===== src/hw/rtl/dtkf_pkg.sv =====
// shared types and constants for the decimal text to two-byte float encoder
`default_nettype none

package dtkf_pkg;

  localparam int DTKF_ACC_BITS = 27;

  localparam int MANT_BITS = 11;
  localparam int EXP_BITS  = 4;

  localparam logic [MANT_BITS-1:0] MANT_MAX  = 11'h7FF;
  localparam logic [MANT_BITS:0]   NEG_BASE  = 12'h800;
  localparam logic [EXP_BITS-1:0]  EXP_TOP   = 4'hF;
  // shift counter has one extra bit to see the overflow step
  localparam logic [EXP_BITS:0]    EXP_LIMIT = 5'd15;

  localparam logic [7:0] CHAR_ZERO  = 8'd48;
  localparam logic [7:0] CHAR_NINE  = 8'd57;
  localparam logic [7:0] CHAR_MINUS = 8'h2D;
  localparam logic [7:0] CHAR_DOT   = 8'h2E;
  localparam logic [7:0] CHAR_COMMA = 8'h2C;

  typedef struct packed {
    logic [7:0] text_char;
    logic       is_last;
  } dtkf_in_t;

  typedef struct packed {
    logic [15:0] float_word;
    logic        out_of_range;
  } dtkf_out_t;

  typedef struct packed {
    logic take;
    logic pad;
    logic shift;
    logic load_out;
    logic clear;
  } dtkf_cmd_t;

  typedef struct packed {
    logic pad_more;
    logic norm_more;
    logic out_free;
  } dtkf_sts_t;

endpackage

`default_nettype wire


===== src/hw/rtl/decimal_text_to_knx_float16.sv =====
// top level: decimal text to two-byte float encoder
//
// in channel: one ASCII character per request (in_data.text_char), sign first,
// in_data.is_last marks the final character of a value. Characters other than
// the last are taken one per cycle with no stall.
// out channel: one request per value, in_data.is_last triggers it, carrying the
// 16-bit sign/exponent/mantissa word and the out_of_range flag.
// after the last character the input stalls while the controller pads missing
// fraction digits with zeros, shifts the magnitude right one bit per cycle until
// it fits 11 bits or the exponent passes 15, then loads the output register.
// the output register holds its request while out_stall is high; the next
// value is still taken in full, then its result waits with the input stalled.
// rst_n (synchronous, active low) clears the parser and drops out_valid.
`default_nettype none

module decimal_text_to_knx_float16 import dtkf_pkg::*; #(
  parameter int ACC_BITS = DTKF_ACC_BITS
) (
  input  wire logic     clk,
  input  wire logic     rst_n,
  input  wire logic     in_valid,
  output logic          in_stall,
  input  wire dtkf_in_t in_data,
  output logic          out_valid,
  input  wire logic     out_stall,
  output dtkf_out_t     out_data
);

  dtkf_cmd_t cmd;
  dtkf_sts_t sts;

  dtkf_ctrl u_ctrl (
    .clk      (clk),
    .rst_n    (rst_n),
    .in_valid (in_valid),
    .in_last  (in_data.is_last),
    .in_stall (in_stall),
    .sts      (sts),
    .cmd      (cmd)
  );

  dtkf_dp #(
    .ACC_BITS (ACC_BITS)
  ) u_dp (
    .clk       (clk),
    .rst_n     (rst_n),
    .in_data   (in_data),
    .cmd       (cmd),
    .sts       (sts),
    .out_valid (out_valid),
    .out_stall (out_stall),
    .out_data  (out_data)
  );

endmodule

`default_nettype wire


===== src/hw/rtl/dtkf_dp.sv =====
// datapath: character parser, decimal accumulator, normalizer and result register
`default_nettype none

module dtkf_dp import dtkf_pkg::*; #(
  parameter int ACC_BITS = DTKF_ACC_BITS
) (
  input  wire logic      clk,
  input  wire logic      rst_n,
  input  wire dtkf_in_t  in_data,
  input  wire dtkf_cmd_t cmd,
  output dtkf_sts_t      sts,
  output logic           out_valid,
  input  wire logic      out_stall,
  output dtkf_out_t      out_data
);

  localparam int PROD_BITS = ACC_BITS + 4;

  localparam logic [2:0] PH_FIRST = 3'd0;
  localparam logic [2:0] PH_INT   = 3'd1;
  localparam logic [2:0] PH_FRAC1 = 3'd2;
  localparam logic [2:0] PH_FRAC2 = 3'd3;
  localparam logic [2:0] PH_REST  = 3'd4;

  logic [ACC_BITS-1:0] acc_r, acc_nxt;
  logic [2:0]          phase_r, phase_nxt;
  logic                neg_r, neg_nxt;
  logic                err_r, err_nxt;
  logic [EXP_BITS:0]   exp_r, exp_nxt;
  logic                out_valid_r, out_valid_nxt;
  dtkf_out_t           out_data_r, out_data_nxt;

  logic                 is_digit;
  logic [3:0]           digit;
  logic [3:0]           push_digit;
  logic [PROD_BITS-1:0] acc_ext;
  logic [PROD_BITS-1:0] prod;
  logic                 push_ovf;
  logic [ACC_BITS-1:0]  push_val;

  logic                 sat;
  logic [MANT_BITS-1:0] mant;
  logic [MANT_BITS-1:0] neg_mant;
  logic [EXP_BITS-1:0]  expo;
  logic [15:0]          word;

  // multiply by ten as shift-add, saturate on overflow
  always_comb begin
    is_digit   = (in_data.text_char >= CHAR_ZERO) && (in_data.text_char <= CHAR_NINE);
    digit      = is_digit ? 4'(in_data.text_char - CHAR_ZERO) : 4'd0;
    push_digit = cmd.pad ? 4'd0 : digit;
    acc_ext    = PROD_BITS'(acc_r);
    prod       = (acc_ext << 3) + (acc_ext << 1) + PROD_BITS'(push_digit);
    push_ovf   = |prod[PROD_BITS-1:ACC_BITS];
    push_val   = push_ovf ? '1 : prod[ACC_BITS-1:0];
  end

  always_comb begin
    sat      = exp_r > EXP_LIMIT;
    mant     = sat ? MANT_MAX : acc_r[MANT_BITS-1:0];
    expo     = sat ? EXP_TOP : exp_r[EXP_BITS-1:0];
    neg_mant = MANT_BITS'(NEG_BASE - {1'b0, mant});
    if (neg_r && (mant != '0)) begin
      word = {1'b1, expo, neg_mant};
    end else if (neg_r) begin
      // negative zero folds to plain zero
      word = '0;
    end else begin
      word = {1'b0, expo, mant};
    end
  end

  always_comb begin
    acc_nxt   = acc_r;
    phase_nxt = phase_r;
    neg_nxt   = neg_r;
    err_nxt   = err_r;
    exp_nxt   = exp_r;
    priority if (cmd.clear) begin
      acc_nxt   = '0;
      phase_nxt = PH_FIRST;
      neg_nxt   = 1'b0;
      err_nxt   = 1'b0;
      exp_nxt   = '0;
    end else if (cmd.take) begin
      unique case (phase_r)
        PH_FIRST: begin
          if (is_digit) begin
            acc_nxt = push_val;
            err_nxt = err_r | push_ovf;
          end else if (in_data.text_char == CHAR_MINUS) begin
            neg_nxt = 1'b1;
          end
          phase_nxt = PH_INT;
        end
        PH_INT: begin
          if ((in_data.text_char == CHAR_DOT) || (in_data.text_char == CHAR_COMMA)) begin
            phase_nxt = PH_FRAC1;
          end else begin
            acc_nxt = push_val;
            err_nxt = err_r | push_ovf | !is_digit;
          end
        end
        PH_FRAC1, PH_FRAC2: begin
          acc_nxt   = push_val;
          err_nxt   = err_r | push_ovf | !is_digit;
          phase_nxt = phase_r + 3'd1;
        end
        default: begin
          // extra fraction digits are dropped
          phase_nxt = phase_r;
        end
      endcase
    end else if (cmd.pad) begin
      acc_nxt   = push_val;
      err_nxt   = err_r | push_ovf;
      phase_nxt = (phase_r <= PH_FRAC1) ? PH_FRAC2 : PH_REST;
    end else if (cmd.shift) begin
      acc_nxt = acc_r >> 1;
      exp_nxt = exp_r + 5'd1;
    end
  end

  always_comb begin
    out_data_nxt  = out_data_r;
    out_valid_nxt = out_valid_r;
    if (cmd.load_out) begin
      out_data_nxt.float_word   = word;
      out_data_nxt.out_of_range = err_r | sat;
      out_valid_nxt             = 1'b1;
    end else if (!out_stall) begin
      out_valid_nxt = 1'b0;
    end
  end

  always_ff @(posedge clk) begin
    if (!rst_n) begin
      acc_r       <= '0;
      phase_r     <= PH_FIRST;
      neg_r       <= 1'b0;
      err_r       <= 1'b0;
      exp_r       <= '0;
      out_valid_r <= 1'b0;
    end else begin
      acc_r       <= acc_nxt;
      phase_r     <= phase_nxt;
      neg_r       <= neg_nxt;
      err_r       <= err_nxt;
      exp_r       <= exp_nxt;
      out_valid_r <= out_valid_nxt;
    end
  end

  always_ff @(posedge clk) begin
    out_data_r <= out_data_nxt;
  end

  always_comb begin
    sts.pad_more  = phase_r <= PH_FRAC2;
    sts.norm_more = (acc_r > ACC_BITS'(MANT_MAX)) && (exp_r <= EXP_LIMIT);
    sts.out_free  = !out_valid_r || !out_stall;
  end

  assign out_valid = out_valid_r;
  assign out_data  = out_data_r;

endmodule

`default_nettype wire


===== src/hw/rtl/dtkf_ctrl.sv =====
// controller: sequences character intake, zero padding, normalizing and result load
`default_nettype none

module dtkf_ctrl import dtkf_pkg::*; (
  input  wire logic      clk,
  input  wire logic      rst_n,
  input  wire logic      in_valid,
  input  wire logic      in_last,
  output logic           in_stall,
  input  wire dtkf_sts_t sts,
  output dtkf_cmd_t      cmd
);

  typedef enum logic [1:0] {
    S_TAKE,
    S_PAD,
    S_NORM,
    S_DONE
  } state_t;

  state_t state_r, state_nxt;

  always_comb begin
    state_nxt = state_r;
    cmd       = '0;
    in_stall  = 1'b1;
    unique case (state_r)
      S_TAKE: begin
        in_stall = 1'b0;
        cmd.take = in_valid;
        if (in_valid && in_last) begin
          state_nxt = S_PAD;
        end
      end
      S_PAD: begin
        // missing fraction digits count as zero
        cmd.pad = sts.pad_more;
        if (!sts.pad_more) begin
          state_nxt = S_NORM;
        end
      end
      S_NORM: begin
        cmd.shift = sts.norm_more;
        if (!sts.norm_more) begin
          state_nxt = S_DONE;
        end
      end
      S_DONE: begin
        if (sts.out_free) begin
          cmd.load_out = 1'b1;
          cmd.clear    = 1'b1;
          state_nxt    = S_TAKE;
        end
      end
      default: begin
        state_nxt = S_TAKE;
      end
    endcase
  end

  always_ff @(posedge clk) begin
    if (!rst_n) begin
      state_r <= S_TAKE;
    end else begin
      state_r <= state_nxt;
    end
  end

endmodule

`default_nettype wire


===== config.mk =====
export PLATFORM = sky130hd
export DESIGN_NAME = decimal_text_to_knx_float16
export DESIGN_NICKNAME = d
export VERILOG_FILES = /design/src/hw/rtl/dtkf_pkg.sv /design/src/hw/rtl/decimal_text_to_knx_float16.sv /design/src/hw/rtl/dtkf_dp.sv /design/src/hw/rtl/dtkf_ctrl.sv
export SDC_FILE = /design/constraint.sdc
export NUM_CORES = 1
export LEC_CHECK = 0
export ABC_AREA = 0
export ABC_CLOCK_PERIOD_IN_PS = 4100
export BUFFER_PORTS_ARGS = -buffer_cell sky130_fd_sc_hd__buf_4
export CORE_ASPECT_RATIO = 1.75
export CORE_UTILIZATION = 30
export DETAILED_ROUTE_END_ITERATION = 10
export HOLD_SLACK_MARGIN = 0.12
export PLACE_DENSITY = 0.48
export SLEW_MARGIN = 10
export SYNTH_ARGS = -nofsm -noshare
export SYNTH_HDL_FRONTEND = slang
export SYNTH_SLANG_ARGS = --single-unit

===== constraint.sdc =====
create_clock -name clk -period 4.1 [get_ports clk]
set_clock_uncertainty 0.1 [all_clocks]
set_input_delay 0.205 -clock clk [delete_from_list [all_inputs] [get_ports clk]]
set_output_delay 0.205 -clock clk [all_outputs]
set_load 0.005 [all_outputs]

==> results of run 1 <==
## critical path: cells and delay by family, from the launching register on
| kind | cells | cell delay, ns |
|---|---|---|
| AO/OA/AOI/OAI | 7 | 1.17 |
| adder cells (fa/ha/maj) | 4 | 1.01 |
| AND/OR/NAND/NOR | 4 | 1.01 |
| flip-flops | 1 | 0.33 |
| buffers and inverters | 2 | 0.29 |
## metal layers
| metal | global-route usage | vias up | wire, µm |
|---|---|---|---|
| met3 | 0.0258 | 60 | 398 |
| li1 | - | 2398 | - |
| met1 | 0.181 | 2356 | 5810 |
| met2 | 0.374 | 133 | 9080 |
| met4 | 0.138 | 0 | 1060 |
| met5 | 0 | - | 0 |
## cell type report
type / instances / area [µm²]
timing repair buffer: 68 / 534
sequential: 57 / 1320
fill: 1685 / 10200
multi-input combinational: 510 / 3700
inverter: 17 / 63.8
clock inverter: 6 / 83.8
tap: 224 / 280
clock buffer: 10 / 229
## metrics by stage
step | setup TNS [ns] | setup WS [ns]
floorplan | 0 | 0.0132
global placement | -0.129 | -0.0763
detailed placement | -1.49 | -0.157
CTS | 0 | 0.00537
global route | -0.0928 | -0.0191
finish | 0 | 0.0812
## how the worst min path moves through the flow
stage | start | endpoint | depth (start not counted)
floorplan | rst_n | u_dp.out_valid$_SDFFE_PN0P_ | 1
global placement | rst_n | u_ctrl.state_r[1]$_SDFFE_PN0P_ | 2
detailed placement | rst_n | u_dp.out_valid$_SDFFE_PN0P_ | 2
CTS | out_stall | u_ctrl.state_r[0]$_SDFFE_PN0P_ | 4
global route | out_stall | u_ctrl.state_r[0]$_SDFFE_PN0P_ | 4
finish | out_stall | u_ctrl.state_r[0]$_SDFFE_PN0P_ | 4
## report_power, final
group          internal [µW]  leakage (µW)  switching [µW]
clock network            528      0.000146             271
registers                773      0.000489             273
logic                   1350       0.00208            2000
## cells by family after synthesis
| kind of cell | Yosys count |
|---|---|
| xor+xnor | 25 |
| simple gates | 218 |
| flops | 57 |
| buf+inv | 45 |
| fa+ha+maj | 68 |
| compound gates | 195 |
| mux | 4 |
## Yosys cell counts, types with 3 or more instances
cell / number / area (µm²)
ha_1: 66 / 826
nor2_1: 64 / 240
a21oi_1: 50 / 250
nand2_1: 50 / 188
dfxtp_1: 40 / 801
o21ai_0: 35 / 175
clkbuf_1: 25 / 93.8
a21o_1: 20 / 150
nand3_1: 19 / 95.1
edfxtp_1: 17 / 510
nor3_1: 17 / 85.1
inv_1: 16 / 60.1
and2_1: 14 / 87.6
a31oi_1: 13 / 81.3
xor2_1: 13 / 114
xnor2_1: 12 / 105
a22o_1: 9 / 78.8
nor2b_1: 7 / 43.8
nor4_1: 7 / 43.8
o211ai_1: 7 / 52.6
a211oi_1: 6 / 45.0
nand4_1: 6 / 37.5
o311ai_0: 6 / 52.6
and3_1: 5 / 31.3
a211o_1: 4 / 35.0
a2bb2oi_1: 4 / 35.0
mux2i_1: 4 / 40.0
nand3b_1: 4 / 30.0
nor3b_1: 4 / 30.0
o21a_1: 4 / 30.0
o311a_1: 4 / 40.0
or3_1: 4 / 25.0
o221ai_1: 3 / 26.3
o31ai_1: 3 / 22.5
or2_2: 3 / 18.8
## what timing repair did
action / 4_1_cts / 5_1_grt
hold endpoints to repair: 3 / 0
pin swaps: 10 / 5
endpoints found under the setup margin: 27 / 29
gates cloned: 1 / 0
buffers inserted: 2 / 1
gates resized for setup: 16 / 18
hold buffers: 2 / 0
## sequential cells by signal (all words and copies together), names as in the netlist
signal          cells
u_ctrl.state_r      2
u_dp.acc_r         27
u_dp.err_r          1
u_dp.exp_r          5
u_dp.neg_r          1
u_dp.out_data      17
u_dp.out_valid      1
u_dp.phase_r        3
==> qor.csv, run 1 <==
stage;metric;value;unit
routing;initial drt markers;170;
synthesis;synth unique cells;71;
synthesis;Post-Synth Adder-Cell Area;0.172;
synthesis;syn nets;693;
layout;final net count;744;
timing;Worst-Margin Slew;0.762;ns
pwr;VDD IR-drop max;0.000251;V
clock_tree;CTS Buffer Depth;2;
job;Max-Cap Viols;0;
global_route;initial antenna violation count;0;
floorplan;IO Pins;32;
timing;final setup vio count;0;
synthesis;ys async rst share;0;
clock_tree;cts bufs inserted;9;
timing;fin crit share;0.980;
floorplan;die width;99.8;µm
place;Placed Area;5680;µm²
critical_path;CP max stage delay;0.50;ns
critical_path;nature of the critical path startpoint;flip-flop;
routing;via/cell ratio;5.55;
critical_path;worst reg-to-reg setup slack;0.08;ns
critical_path;Critical path destination;u_dp.acc_r[5]$_SDFFE_PP0P_;
global_route;vias in the first global route;5110;
routing;DRT Pass-1 Iters;4;
timing;Slew Viols, Final;0;
critical_path;worst path cell trace;ha_4 -> ha_4 -> o21ai_4 -> and4_4 -> and2_4 -> fa_2 -> ha_4 -> a21o_1 -> nand3_2 -> a2111oi_4 -> o21a_1 -> or4_4 -> a211oi_4 -> buf_6 -> buf_8 -> a31oi_1 -> a21o_1;
synthesis;Synth Area in XOR/XNOR;0.0436;
critical_path;R2R cell count;17;
floorplan;Die Ht;173;µm
critical_path;path type of the worst setup path;reg2reg;
critical_path;FF-to-FF Start;u_dp.phase_r[0]$_SDFFE_PP0P_;
layout;final core utilization;0.379;
clock_tree;CTS tree;yes;
pwr;leak pwr;0.00272;µW
synthesis;Ys Warns;0;
floorplan;Starting Density;0.307;
clock_tree;clk_lat worst skew;0.33;ns
synthesis;synthesis-stage register bit count;57;
synthesis;largest family of logic cells by synthesized area;compound AO/OA/AOI/OAI gates;
synthesis;Post-synth EDFFs;17;
layout;commonest non-fill, non-tap cells in the layout;nor2_1, ha_1, buf_4;
critical_path;Critical Path Start;u_dp.phase_r[0]$_SDFFE_PP0P_;
layout;Post-Layout Cell Count;892;
routing;post-route ant nets;0;
synthesis;Syn Inst Count;612;
timing;Hold WS;0.225;ns
clock_tree;H-tree levels;3;
floorplan;DIE AREA;17300;µm²
critical_path;CP max stage cell;or4_4;
critical_path;crit path DAT;4.15;ns
timing;Hold Vio Cnt, Final;0;
routing;drt total wl;16.4;mm
timing;RSZ-0062 raised after global routing;yes;
critical_path;cell mode on critical path;ha_4;
floorplan;# rows;62;
synthesis;post-synthesis compound-gate area fraction;0.266;
routing;drc violations;0;
timing;Tmin final;4.02;ns
global_route;largest net degree at the start of global routing;29;
layout;cell area after layout;6210;µm²
place;routability cong.;0.883;
place;Placed Cells;870;
global_route;global route overflow;0;
pwr;cell area power density;836;nW/µm²
synthesis;Syn Area/Cell;8.21;µm²
timing;Max Clk Rate;249;MHz
global_route;GRT Resource Usage Total;0.194;
layout;leading cell type in the layout, fill and taps excluded;nor2_1;
worst_hold_path;Hold/Removal Path Class;in2reg;
routing;DR vias;4947;
critical_path;crit end category;flip-flop;
synthesis;register area share after synthesis;0.261;
critical_path;Worst EP required;4.23;ns
layout;layout cell share with drive strength beyond 1;0.181;
layout;ANT cells;0;
timing;Max transition margin;0.487;
critical_path;CP Max Fanout;6;
clock_tree;clk sinks;57;
place;port buffer count;31;
synthesis;simple-gate share of the synthesized area;0.214;
synthesis;post-synthesis mux area share;0.00797;
clock_tree;Reg clk slew, reported paths;0.05;ns
layout;Area growth, synth to finish;23.6;%
critical_path;Reg-to-Reg End;u_dp.acc_r[5]$_SDFFE_PP0P_;
synthesis;top_reg_cell synth;dfxtp_1;
routing;Routed WL per cell;18.3;µm
clock_tree;Root Driver;clkbuf_16;
place;HPWL Detailed;12.7;mm
pwr;total power;5190;µW
floorplan;Core ar.;16400;µm²
status;status;finished clean;
synthesis;synthesized cell area;5030;µm²
global_route;first-pass GRT wire length;25.8;mm
Note: power is estimated with default switching activity, not from simulation.
==> run 2: changes to the inputs <==
--- a/config.mk
+++ b/config.mk
@@ -12,6 +12,7 @@
 export CORE_UTILIZATION = 30
 export DETAILED_ROUTE_END_ITERATION = 10
 export HOLD_SLACK_MARGIN = 0.12
+export MAX_ROUTING_LAYER = met4
 export PLACE_DENSITY = 0.48
 export SLEW_MARGIN = 10
 export SYNTH_ARGS = -nofsm -noshare
==> qor.csv, run 2 (synthesis gave the netlist of run 1 again) <==
stage;metric;value;unit;change
routing;drt total wl;16.4;mm;about the same
critical_path;Reg-to-Reg End;u_dp.acc_r[5]$_SDFFE_PP0P_;;unchanged
pwr;Internal;2650;µW;about the same
floorplan;DIE AREA;17300;µm²;unchanged
layout;Largest register FFs;27;;unchanged
routing;DR vias;4917;;was 4947
worst_hold_path;Hold Path Sink;u_ctrl.state_r[0]$_SDFFE_PN0P_;;unchanged
place;Placed Area;5680;µm²;unchanged
timing;Max Clk Rate;249;MHz;about the same
clock_tree;cts bufs inserted;9;;unchanged
layout;cell area after layout;6210;µm²;unchanged
clock_tree;H-tree levels;3;;unchanged
job;Max-Cap Viols;0;;unchanged
timing;RSZ-0062 raised after global routing;yes;;unchanged
pwr;total power;5190;µW;about the same
layout;Area growth, synth to finish;23.6;%;unchanged
floorplan;IO Pins;32;;unchanged
floorplan;Starting Density;0.307;;unchanged
critical_path;path type of the worst setup path;reg2reg;;unchanged
clock_tree;clk sinks;57;;unchanged
clock_tree;CTS tree;yes;;unchanged
global_route;GRT Resource Usage Total;0.200;;was 0.194
critical_path;CP max stage cell;or4_4;;unchanged
pwr;Clk pwr share;0.154;;about the same
layout;ANT cells;0;;unchanged
worst_hold_path;Hold/Removal Path Class;in2reg;;unchanged
clock_tree;Reg clk slew, reported paths;0.05;ns;about the same
pwr;leak pwr;0.00272;µW;unchanged
status;status;finished clean;;unchanged
critical_path;worst reg-to-reg setup slack;0.08;ns;about the same
pwr;cell area power density;835;nW/µm²;was 836 nW/µm²
routing;DRT Pass-1 Iters;4;;unchanged
pwr;part of the power in combinational logic;0.644;;was 0.645
global_route;first-pass GRT wire length;25.8;mm;about the same
timing;Slew Viols, Final;0;;unchanged
critical_path;worst path cell trace;ha_4 -> ha_4 -> o21ai_4 -> and4_4 -> and2_4 -> fa_2 -> ha_4 -> a21o_1 -> nand3_2 -> a2111oi_4 -> o21a_1 -> or4_4 -> a211oi_4 -> buf_6 -> buf_8 -> a31oi_1 -> a21o_1;;unchanged
routing;drc violations;0;;unchanged
floorplan;die width;99.8;µm;unchanged
critical_path;critical path's top delay family;compound AO/OA/AOI/OAI gates;;unchanged
layout;commonest non-fill, non-tap cells in the layout;nor2_1, ha_1, buf_4;;unchanged
critical_path;crit path DAT;4.15;ns;about the same
timing;Max transition margin;0.473;;was 0.487
floorplan;Core ar.;16400;µm²;unchanged
clock_tree;Root Driver;clkbuf_16;;unchanged
pwr;sw frac;0.489;;about the same
global_route;vias in the first global route;5095;;was 5110
timing;Hold Vio Cnt, Final;0;;unchanged
timing;final setup vio count;0;;unchanged
global_route;largest net degree at the start of global routing;29;;unchanged
critical_path;Bufs and invs on worst path;2;;unchanged
critical_path;CP Max Fanout;6;;unchanged
routing;Routed WL per cell;18.3;µm;about the same
critical_path;Worst EP required;4.23;ns;about the same
routing;initial drt markers;167;;was 170
timing;Fin Setup TNS;0;ns;unchanged
layout;leading cell type in the layout, fill and taps excluded;nor2_1;;unchanged
critical_path;CP max stage delay;0.50;ns;about the same
worst_hold_path;WHS Path Cells;4;;unchanged
floorplan;# rows;62;;unchanged
timing;Tmin final;4.02;ns;about the same
place;port buffer count;31;;unchanged
floorplan;Die Ht;173;µm;unchanged
critical_path;cell mode on critical path;ha_4;;unchanged
worst_hold_path;hold_sp;out_stall;;unchanged
global_route;initial antenna violation count;0;;unchanged
routing;post-route ant nets;0;;unchanged
critical_path;R2R cell count;17;;unchanged
layout;final net count;744;;unchanged
routing;via/cell ratio;5.51;;was 5.55
timing;Worst-Margin Slew;0.784;ns;was 0.762 ns
critical_path;FF-to-FF Start;u_dp.phase_r[0]$_SDFFE_PP0P_;;unchanged
global_route;global route overflow;0;;unchanged
pwr;Seq pwr share;0.202;;about the same
pwr;VDD IR-drop max;0.000249;V;was 0.000251 V
critical_path;crit end category;flip-flop;;unchanged
layout;Reg with most FFs;u_dp.acc_r;;unchanged
place;HPWL Detailed;12.7;mm;unchanged
clock_tree;CTS Buffer Depth;2;;unchanged
place;routability cong.;0.897;;was 0.883
clock_tree;clk_lat worst skew;0.33;ns;about the same
critical_path;nature of the critical path startpoint;flip-flop;;unchanged
timing;fin crit share;0.980;;about the same
pwr;Switching Power;2530;µW;was 2540 µW
layout;layout cell share with drive strength beyond 1;0.181;;unchanged
## run 2: worst max path at each step
stage,startpoint,to,slack (ns),depth (start not counted)
6_report,u_dp.phase_r[0]$_SDFFE_PP0P_,u_dp.acc_r[5]$_SDFFE_PP0P_,0.08,17
5_1_grt,u_dp.phase_r[0]$_SDFFE_PP0P_,u_dp.acc_r[18]$_SDFFE_PP0P_,-0.02,17
4_1_cts,u_dp.phase_r[1]$_SDFFE_PP0P_,u_dp.acc_r[11]$_SDFFE_PP0P_,0.005,16
3_5_place_dp,u_dp.phase_r[0]$_SDFFE_PP0P_,u_dp.acc_r[11]$_SDFFE_PP0P_,-0.16,16
3_3_place_gp,u_dp.phase_r[0]$_SDFFE_PP0P_,u_dp.acc_r[11]$_SDFFE_PP0P_,-0.08,16
2_1_floorplan,u_dp.phase_r[0]$_SDFFE_PP0P_,u_dp.acc_r[16]$_SDFFE_PP0P_,0.01,16
## run 2: what timing repair did
action                                 in CTS  in global routing
buffers inserted                            2                  1
endpoints found under the hold margin       3                  0
pin swaps                                  10                  5
resized for setup                          16                 18
hold buffers                                2                  0
gates cloned                                1                  0
setup endpoints to repair                  27                 29
## run 2: metrics by stage
stage               hold slack [ns]  setup slack [ns]  cells   util
floorplan                     0.233            0.0132    612      -
finish                        0.222            0.0814    892  0.379
global route                  0.264           -0.0199    892  0.379
detailed placement            0.372            -0.157    870  0.347
CTS                           0.225           0.00537    891  0.374
global placement              0.373           -0.0763    870  0.347
## run 2: layer usage
metal / GRT usage / wire length, µm / share of wire
met1: 0.181 / 5770 / 0.35
met5: - / 0 / 0
met2: 0.374 / 9170 / 0.56
met3: 0.0258 / 451 / 0.028
met4: 0.138 / 977 / 0.060
## run 2: power groups by stage
stage	Combinational (µW)	Clock (µW)	Sequential, µW
global route	3690	840	1070
finish	3340	799	1050
global placement	3090	0	1040
floorplan	2200	0	952
detailed placement	3130	0	1050
CTS	3240	814	1040
## run 2: layout make-up
cell class / count / area [µm²]
Clock inverter: 6 / 83.8
Fill cell: 1685 / 10200
Inverter: 17 / 63.8
Clock buffer: 10 / 229
Sequential cell: 57 / 1320
Tap cell: 224 / 280
Timing Repair Buffer: 68 / 534
Multi-Input combinational cell: 510 / 3700
## run 2: worst min-delay path, cell delays in order
cell and delay, ns:
buf_4 0.09, a32oi_1 0.10, nand2_1 0.10, o311a_1 0.14
